==> src/rtl/rmf_pkg.sv <==
// Shared types, constants and a helper function for the running median filter.
package rmf_pkg;

  localparam int MAX_WINDOW   = 31;
  localparam int WINDOW_RESET = 9;
  localparam int SAMPLE_W     = 16;
  localparam int LEN_W        = 5;
  localparam int IDX_W        = $clog2(MAX_WINDOW);
  localparam int CNT_W        = $clog2(MAX_WINDOW + 1);
  localparam int APB_AW       = 2;
  localparam int APB_DW       = 32;

  typedef logic signed [SAMPLE_W-1:0] sample_t;
  typedef logic [IDX_W-1:0]           idx_t;
  typedef logic [CNT_W-1:0]           len_t;
  typedef logic [LEN_W-1:0]           wlen_t;

  typedef enum logic [APB_AW-1:0] {
    REG_WINDOW_LENGTH = 2'd0
  } reg_addr_t;

  typedef enum logic [1:0] {
    ST_IDLE,
    ST_COUNT,
    ST_EMIT
  } state_t;

  typedef struct packed {
    logic    load;
    logic    step;
    sample_t cand;
    idx_t    cand_idx;
    idx_t    half;
    len_t    len;
  } cell_ctrl_t;

  function automatic len_t eff_len(wlen_t w);
    len_t n;
    if (int'(w) > MAX_WINDOW) begin
      n = CNT_W'(MAX_WINDOW);
    end else begin
      n = CNT_W'(w);
    end
    if (n[0] == 1'b0) begin
      n = (n == '0) ? CNT_W'(1) : n - CNT_W'(1);
    end
    return n;
  endfunction

endpackage

==> src/rtl/rmf_if.sv <==
// Valid/ready stream interfaces for the sample and median channels.
interface rmf_sample_if import rmf_pkg::*; ();
  logic    valid;
  logic    ready;
  sample_t sample;
  modport source (output valid, output sample, input ready);
  modport sink (input valid, input sample, output ready);
endinterface

interface rmf_median_if import rmf_pkg::*; ();
  logic    valid;
  logic    ready;
  sample_t median;
  modport source (output valid, output median, input ready);
  modport sink (input valid, input median, output ready);
endinterface

==> src/rtl/rmf_cell.sv <==
// One window cell: holds a sample, a circulating copy and its rank count.
module rmf_cell import rmf_pkg::*; (
  input  logic       clk,
  input  logic       rst_n,
  input  cell_ctrl_t ctrl,
  input  idx_t       idx,
  input  sample_t    v_in,
  input  sample_t    c_in,
  output sample_t    v_out,
  output sample_t    c_out,
  output logic       sel
);

  sample_t v_r, v_nxt;
  sample_t c_r, c_nxt;
  idx_t    cnt_r, cnt_nxt;
  logic    ranks_below;

  assign ranks_below = (ctrl.cand < v_r) || ((ctrl.cand == v_r) && (ctrl.cand_idx < idx));

  always_comb begin
    v_nxt   = v_r;
    c_nxt   = c_r;
    cnt_nxt = cnt_r;
    if (ctrl.load) begin
      v_nxt   = v_in;
      c_nxt   = v_in;
      cnt_nxt = '0;
    end else if (ctrl.step) begin
      c_nxt = c_in;
      if (ranks_below) begin
        cnt_nxt = cnt_r + IDX_W'(1);
      end
    end
  end

  always_ff @(posedge clk) begin
    if (!rst_n) begin
      v_r   <= '0;
      cnt_r <= '0;
    end else begin
      v_r   <= v_nxt;
      cnt_r <= cnt_nxt;
    end
    c_r <= c_nxt;
  end

  assign v_out = v_r;
  assign c_out = c_r;
  assign sel   = (cnt_r == ctrl.half) && (CNT_W'(idx) < ctrl.len);

endmodule

==> src/rtl/rmf_apb_regs.sv <==
// APB-style configuration register file holding the window length.
module rmf_apb_regs import rmf_pkg::*; (
  input  logic              clk,
  input  logic              rst_n,
  input  logic              cfg_psel,
  input  logic              cfg_penable,
  input  logic              cfg_pwrite,
  input  logic [APB_AW-1:0] cfg_paddr,
  input  logic [APB_DW-1:0] cfg_pwdata,
  output logic [APB_DW-1:0] cfg_prdata,
  output logic              cfg_pready,
  output wlen_t             window_length
);

  wlen_t wlen_r, wlen_nxt;
  logic  wr_en;

  assign cfg_pready = 1'b1;
  assign wr_en = cfg_psel && cfg_penable && cfg_pwrite && cfg_pready &&
                 (cfg_paddr == REG_WINDOW_LENGTH);

  always_comb begin
    wlen_nxt = wlen_r;
    if (wr_en) begin
      wlen_nxt = cfg_pwdata[LEN_W-1:0];
    end
  end

  always_ff @(posedge clk) begin
    if (!rst_n) begin
      wlen_r <= LEN_W'(WINDOW_RESET);
    end else begin
      wlen_r <= wlen_nxt;
    end
  end

  always_comb begin
    case (cfg_paddr)
      REG_WINDOW_LENGTH: cfg_prdata = APB_DW'(wlen_r);
      default:           cfg_prdata = '0;
    endcase
  end

  assign window_length = wlen_r;

endmodule

==> src/rtl/running_median_filter_core.sv <==
// Running median filter top level: cell chain, sequencer and output register.
// The rank count steps one stored sample through the cell chain per cycle; a new request
// is taken only after the previous median has been loaded into the output register.
// The output register lets the next request enter while a median waits to be taken.
// Synchronous active-low reset clears the window to zeros and sets the length to 9.
module running_median_filter_core import rmf_pkg::*; (
  input  logic              clk,
  input  logic              rst_n,
  rmf_sample_if.sink        in_s,
  rmf_median_if.source      out_m,
  input  logic              cfg_psel,
  input  logic              cfg_penable,
  input  logic              cfg_pwrite,
  input  logic [APB_AW-1:0] cfg_paddr,
  input  logic [APB_DW-1:0] cfg_pwdata,
  output logic [APB_DW-1:0] cfg_prdata,
  output logic              cfg_pready
);

  state_t     state_r, state_nxt;
  idx_t       j_r, j_nxt;
  logic       out_valid_r, out_valid_nxt;
  sample_t    median_r, median_nxt;
  wlen_t      window_length;
  len_t       n_eff;
  logic       accept, step, out_load;
  cell_ctrl_t ctrl;
  sample_t    v_vec [MAX_WINDOW];
  sample_t    c_vec [MAX_WINDOW];
  logic [MAX_WINDOW-1:0] sel_vec;
  sample_t    picked;

  rmf_apb_regs u_regs (
    .clk           (clk),
    .rst_n         (rst_n),
    .cfg_psel      (cfg_psel),
    .cfg_penable   (cfg_penable),
    .cfg_pwrite    (cfg_pwrite),
    .cfg_paddr     (cfg_paddr),
    .cfg_pwdata    (cfg_pwdata),
    .cfg_prdata    (cfg_prdata),
    .cfg_pready    (cfg_pready),
    .window_length (window_length)
  );

  assign n_eff  = eff_len(window_length);
  assign accept = in_s.valid && in_s.ready;

  assign ctrl.load     = accept;
  assign ctrl.step     = step;
  assign ctrl.cand     = c_vec[0];
  assign ctrl.cand_idx = j_r;
  assign ctrl.half     = IDX_W'(n_eff >> 1);
  assign ctrl.len      = n_eff;

  for (genvar i = 0; i < MAX_WINDOW; i++) begin : g_cell
    sample_t v_in, c_in;
    if (i == 0) begin : g_head
      assign v_in = in_s.sample;
    end else begin : g_body
      assign v_in = v_vec[i-1];
    end
    if (i == MAX_WINDOW - 1) begin : g_tail
      assign c_in = c_vec[i];
    end else begin : g_mid
      assign c_in = c_vec[i+1];
    end
    rmf_cell u_cell (
      .clk   (clk),
      .rst_n (rst_n),
      .ctrl  (ctrl),
      .idx   (IDX_W'(i)),
      .v_in  (v_in),
      .c_in  (c_in),
      .v_out (v_vec[i]),
      .c_out (c_vec[i]),
      .sel   (sel_vec[i])
    );
  end

  always_comb begin
    picked = '0;
    for (int i = 0; i < MAX_WINDOW; i++) begin
      if (sel_vec[i]) begin
        picked = picked | v_vec[i];
      end
    end
  end

  always_comb begin
    state_nxt = state_r;
    case (state_r)
      ST_IDLE: begin
        if (in_s.valid) begin
          state_nxt = ST_COUNT;
        end
      end
      ST_COUNT: begin
        if (CNT_W'(j_r) == n_eff - CNT_W'(1)) begin
          state_nxt = ST_EMIT;
        end
      end
      ST_EMIT: begin
        if (!out_valid_r || out_m.ready) begin
          state_nxt = ST_IDLE;
        end
      end
      default: state_nxt = ST_IDLE;
    endcase
  end

  always_comb begin
    in_s.ready = 1'b0;
    step       = 1'b0;
    out_load   = 1'b0;
    case (state_r)
      ST_IDLE:  in_s.ready = 1'b1;
      ST_COUNT: step = 1'b1;
      ST_EMIT:  out_load = !out_valid_r || out_m.ready;
      default: begin
        in_s.ready = 1'b0;
      end
    endcase
  end

  always_comb begin
    j_nxt = j_r;
    if (accept) begin
      j_nxt = '0;
    end else if (step) begin
      j_nxt = j_r + IDX_W'(1);
    end
  end

  always_comb begin
    out_valid_nxt = out_valid_r;
    median_nxt    = median_r;
    if (out_load) begin
      out_valid_nxt = 1'b1;
      median_nxt    = picked;
    end else if (out_m.ready) begin
      out_valid_nxt = 1'b0;
    end
  end

  always_ff @(posedge clk) begin
    if (!rst_n) begin
      state_r     <= ST_IDLE;
      j_r         <= '0;
      out_valid_r <= 1'b0;
    end else begin
      state_r     <= state_nxt;
      j_r         <= j_nxt;
      out_valid_r <= out_valid_nxt;
    end
    median_r <= median_nxt;
  end

  assign out_m.valid  = out_valid_r;
  assign out_m.median = median_r;

  a_one_pick: assert property (@(posedge clk) disable iff (!rst_n)
    (state_r == ST_EMIT) |-> $onehot(sel_vec))
    else $error("median select is not one-hot");

  a_count_start: assert property (@(posedge clk) disable iff (!rst_n)
    accept |=> (state_r == ST_COUNT) && (j_r == '0))
    else $error("rank count did not start after a request");

  a_count_range: assert property (@(posedge clk) disable iff (!rst_n)
    (state_r == ST_COUNT) |-> (CNT_W'(j_r) < n_eff))
    else $error("rank count ran past the window");

  a_emit_load: assert property (@(posedge clk) disable iff (!rst_n)
    ((state_r == ST_EMIT) && out_load) |=> out_valid_r && (state_r == ST_IDLE))
    else $error("median not presented after emit");

endmodule
==> src/flat_wrapper.sv <==
// flat-port wrapper written by rule: the top's interface ports become plain ports
module running_median_filter_core_flat import rmf_pkg::*;
  (clk, rst_n, cfg_psel, cfg_penable, cfg_pwrite, cfg_paddr, cfg_pwdata, cfg_prdata, cfg_pready, in_s_valid, in_s_sample, in_s_ready, out_m_valid, out_m_median, out_m_ready);
  rmf_sample_if in_s_i ();
  rmf_median_if out_m_i ();
  input  logic clk;
  input  logic rst_n;
  input  logic cfg_psel;
  input  logic cfg_penable;
  input  logic cfg_pwrite;
  input  logic [APB_AW-1:0] cfg_paddr;
  input  logic [APB_DW-1:0] cfg_pwdata;
  output logic [APB_DW-1:0] cfg_prdata;
  output logic cfg_pready;
  input wire logic [$bits(in_s_i.valid)-1:0] in_s_valid;
  input wire logic [$bits(in_s_i.sample)-1:0] in_s_sample;
  output wire logic [$bits(in_s_i.ready)-1:0] in_s_ready;
  output wire logic [$bits(out_m_i.valid)-1:0] out_m_valid;
  output wire logic [$bits(out_m_i.median)-1:0] out_m_median;
  input wire logic [$bits(out_m_i.ready)-1:0] out_m_ready;
  assign in_s_i.valid = in_s_valid;
  assign in_s_i.sample = in_s_sample;
  assign in_s_ready = in_s_i.ready;
  assign out_m_valid = out_m_i.valid;
  assign out_m_median = out_m_i.median;
  assign out_m_i.ready = out_m_ready;
  running_median_filter_core u_core (.clk(clk), .rst_n(rst_n), .in_s(in_s_i), .out_m(out_m_i), .cfg_psel(cfg_psel), .cfg_penable(cfg_penable), .cfg_pwrite(cfg_pwrite), .cfg_paddr(cfg_paddr), .cfg_pwdata(cfg_pwdata), .cfg_prdata(cfg_prdata), .cfg_pready(cfg_pready));
endmodule
==> config.mk <==
export PLATFORM = sky130hd
export DESIGN_NAME = running_median_filter_core_flat
export DESIGN_NICKNAME = d
export VERILOG_FILES = /design/src/rtl/rmf_pkg.sv /design/src/rtl/rmf_if.sv /design/src/rtl/rmf_cell.sv /design/src/rtl/rmf_apb_regs.sv /design/src/rtl/running_median_filter_core.sv /design/src/flat_wrapper.sv
export SDC_FILE = /design/constraint.sdc
export NUM_CORES = 2
export LEC_CHECK = 0
export ABC_AREA = 1
export BUFFER_PORTS_ARGS = -buffer_cell sky130_fd_sc_hd__buf_2
export CORE_ASPECT_RATIO = 1.4
export CORE_MARGIN = 2
export CORE_UTILIZATION = 64
export DETAILED_ROUTE_END_ITERATION = 8
export PLACE_DENSITY = 0.8
export SKIP_LAST_GASP = 1
export SLEW_MARGIN = 20
export SYNTH_ARGS = -nofsm -noshare
export SYNTH_HDL_FRONTEND = slang
export SYNTH_SLANG_ARGS = --single-unit
==> constraint.sdc <==
create_clock -name clk -period 16.97 [get_ports clk]
set_input_delay 0.8485 -clock clk [delete_from_list [all_inputs] [get_ports clk]]
set_output_delay 0.8485 -clock clk [all_outputs]
set_load 0.01 [all_outputs]
==> impl_metrics.py <==
metrics = {
    "detailed_routing": {
        "top_layer": "met5",
        "wl_per_cell_um": 28.0,
        "ant_nets": 0,
        "firstDrtPassIters": 9,
        "initialDrtViolationCount": 9512,
        "drc": 0,
        "met3_length_um": 33400,
        "wl_met2_um": 106000,
        "drt-total-wl_um": 257000,
        "num_vias": 60050,
        "drt-met1-wl_um": 86800,
        "viasPerCell": 6.53,
    },
    "yosys": {
        "synth_top_area_share_pct": 24.3,
        "syn_area_um2": 63300,
        "syn_avg_cell_area_um2": 8.05,
        "async_flop_share_pct": 0,
        "synth_fa_ha_area_share_pct": 10.5,
        "synth_cell_type_count": 46,
        "yosysWarningCount": 0,
        "synth-simple-area-share_pct": 25.9,
        "synth.largest_area_cell": "edfxtp_1",
        "synth_edf_count": 512,
        "synth_top_family_by_area": "simple AND/OR/NAND/NOR gates",
        "synth_flop_cell": "dfxtp_1",
        "yosys-top-cells-area": "edfxtp_1 (24%), dfxtp_1 (21%), nand2_1 (14%), ha_1 (10%), nand3_1 (5.5%)",
        "synth_compound_area_share_pct": 9.61,
        "synth_seq_area_share_pct": 45.3,
        "synth_mux_area_share_pct": 0,
        "synthCells": 7866,
        "ys_ff_latch": 1176,
        "synth_xor_area_share_pct": 1.58,
    },
    "clocking": {
        "cts_max_level": 3,
        "path_clk_slew_ns": 0.06,
        "postCtsHoldBufs": 0,
        "post-cts-setup-buffers": 0,
        "cts_resized": 0,
        "clk_path_buf_depth": 3,
        "clock-sinks": 1176,
        "ctsRootBufferMaster": "clkbuf_16",
        "cts_buffers": 116,
        "cts_tree": "yes",
        "insertion_delay_ns": 0.79,
    },
    "layout": {
        "final_util_pct": 69.7,
        "regArea_um2": 28700,
        "layout_common_cells": "nand2_1 (2,404), inv_1 (731), nand3_1 (701)",
        "area_growth_pct": 8.04,
        "multi_input_area_um2": 30300,
        "drive_gt1_share_pct": 5.21,
        "final_common_cell": "nand2_1",
        "stdcell_area_um2": 68400,
        "layout.nets": 8354,
        "fillers": 8042,
    },
    "critical_path": {
        "critPathMaxStageDelay_ns": 0.94,
        "worstRegToRegCells": 9,
        "crit_fanout": 165,
        "critical_path_class": "flip-flop to flip-flop",
        "r2r_slack_ns": 11.35,
        "reg2reg_from": "u_core.state_r[0]",
        "cp.required_ns": 17.57,
        "cp_slowest_cell": "buf_4",
        "endpoint_kind": "flip-flop",
        "cpLargestDelayFamily": "buffers and inverters",
        "crit_arrival_ns": 6.22,
        "path_cells": "nor2_1 > nand2_4 > inv_8 > nor2_1 > inv_8 > buf_12 > buf_4 > buf_4 > o22ai_1",
        "startpoint_type": "flip-flop",
        "cp_num_buf_inv": 5,
        "r2r_end": "u_core.g_cell[23].u_cell.v_out[11]",
    },
    "global_route": {
        "grt_overflow_total": 0,
        "antenna_found_initial": 15,
        "grtUsageTotal_pct": 49.7,
        "grt_start_max_net_pins": 199,
        "grt_pass1_vias": 55867,
        "grt_pass1_wl_um": 368000,
    },
    "die": {
        "num_rows": 136,
        "die_x_um": 270,
        "die_h_um": 376,
        "initial_core_util_pct": 64.5,
        "fp.dieArea_um2": 101000,
        "core_area_um2": 98200,
        "io_pins": 108,
    },
    "placement": {
        "dpl_cell_area_um2": 64300,
        "port_buffers": 52,
        "gp_congestion": 1.10,
        "post-dp-hpwl_um": 179000,
    },
    "power": {
        "p_leak_nw": 28.3,
        "peakVddDrop_v": 0.000104,
        "power_density_nw_per_um2": 106,
    },
    "flow_run": {
        "drv_cap": 0,
    },
    "timing": {
        "rsz0062_at_grt": "no",
        "fmax_mhz": 178,
        "post-route-min-period_ns": 5.62,
        "clock_skew_ns": 0.0467,
        "tightest_slew_ns": 1.27,
        "fin_crit_sh_pct": 33.1,
        "slew_viol_final": 0,
        "finalSetupTns_ns": 0,
        "setup_viol": 0,
        "hold_viol_final": 0,
        "slew-limit-headroom_pct": 15.3,
        "holdWs_ns": 0.303,
    },
    "hold_path": {
        "hold_class": "primary input to flip-flop",
        "whs_endpoint": "u_core.u_regs.window_length[0]",
        "whs_path_depth": 3,
        "hp-start": "cfg_pwdata[0]",
    },
    "status": {
        "status": "completed",
    },
}
-- state kept, by name, indices dropped and copies added, names as in the netlist --
| register | flops |
|---|---|
| u_core.out_m.valid | 1 |
| u_core.g_cell.u_cell.c_out | 496 |
| u_core.state_r | 2 |
| u_core.out_m.median | 16 |
| u_core.g_cell.u_cell.v_out | 496 |
| u_core.j_r | 5 |
| u_core.g_cell.u_cell.cnt_r | 155 |
| u_core.u_regs.window_length | 5 |
-- power by group --
group | switching, W | internal, W
clock | 0.00122 | 0.00156
sequential | 0.0000676 | 0.00318
combinational | 0.000902 | 0.000328
-- cell families (layout without fill, tap and decap cells) --
| group | count (synthesis) | count (layout) |
|---|---|---|
| AND/OR/NAND/NOR | 3851 | 3851 |
| other | 2 | 38 |
| adder cells (fa/ha/maj) | 530 | 530 |
| AO/OA/AOI/OAI | 1074 | 1074 |
| XOR/XNOR | 110 | 110 |
| flip-flops | 1176 | 1176 |
| buffers and inverters | 1123 | 1100 |
-- per-layer routing --
layer / up-vias / GRT usage [%]
met2: 4338 / 72.2
met1: 28109 / 59.1
met3: 1155 / 14.0
met5: - / 0
li1: 26430 / -
met4: 18 / 47.0
-- cell usage after synthesis, types with 49 or more instances --
cell type,count
o21ai_0,114
nand3b_1,49
edfxtp_1,512
a21oi_1,413
o22ai_1,457
clkbuf_1,250
nand2_1,2406
nor2_1,366
nand3_1,701
dfxtp_1,664
buf_2,71
nand4_1,235
ha_1,530
xor2_1,99
inv_1,733
-- per-stage QoR --
| stage | cells | power, W | setup WS (ns) |
|---|---|---|---|
| final | 9190 | 0.00726 | 11.35 |
| after global routing | 9182 | 0.00744 | 11.17 |
| after CTS | 9181 | 0.00717 | 11.56 |
| after detailed placement | 8959 | 0.00446 | 11.22 |
| after global placement | 8959 | 0.00442 | 11.26 |
| after floorplan | 7894 | 0.00409 | 4.49 |
-- how the worst max path moves through the flow --
| stage | slack [ns] | endpoint | startpoint | cells after the start |
|---|---|---|---|---|
| after floorplan | 4.49 | u_core.g_cell[0].u_cell.c_out[0] | in_s_valid | 3 |
| after global placement | 11.26 | u_core.g_cell[26].u_cell.v_out[4] | rst_n | 8 |
| after detailed placement | 11.22 | u_core.g_cell[0].u_cell.v_out[7] | rst_n | 8 |
| after CTS | 11.56 | u_core.g_cell[0].u_cell.v_out[7] | u_core.state_r[0] | 9 |
| after global routing | 11.17 | u_core.g_cell[23].u_cell.v_out[4] | u_core.state_r[0] | 9 |
| final | 11.35 | u_core.g_cell[23].u_cell.v_out[11] | u_core.state_r[0] | 9 |
-- worst min-delay path: cells and delay by family --
| family | cells | cell delay [ns] |
|---|---|---|
| and+or+nand+nor | 1 | 0.04 |
| AOI/OAI and AO/OA | 1 | 0.06 |
| buffers and inverters | 1 | 0.07 |
-- final cells by class --
cell class,count,area share [%]
diodes,8,0.0293
inverters,740,4.10
clock buffers,155,4.74
multi-input cells,5595,44.3
flip-flops and latches,1176,41.9
clock inverters,67,1.13
repair buffers,138,1.42
well taps,1311,2.40
Note: power is estimated with default switching activity, not from simulation.
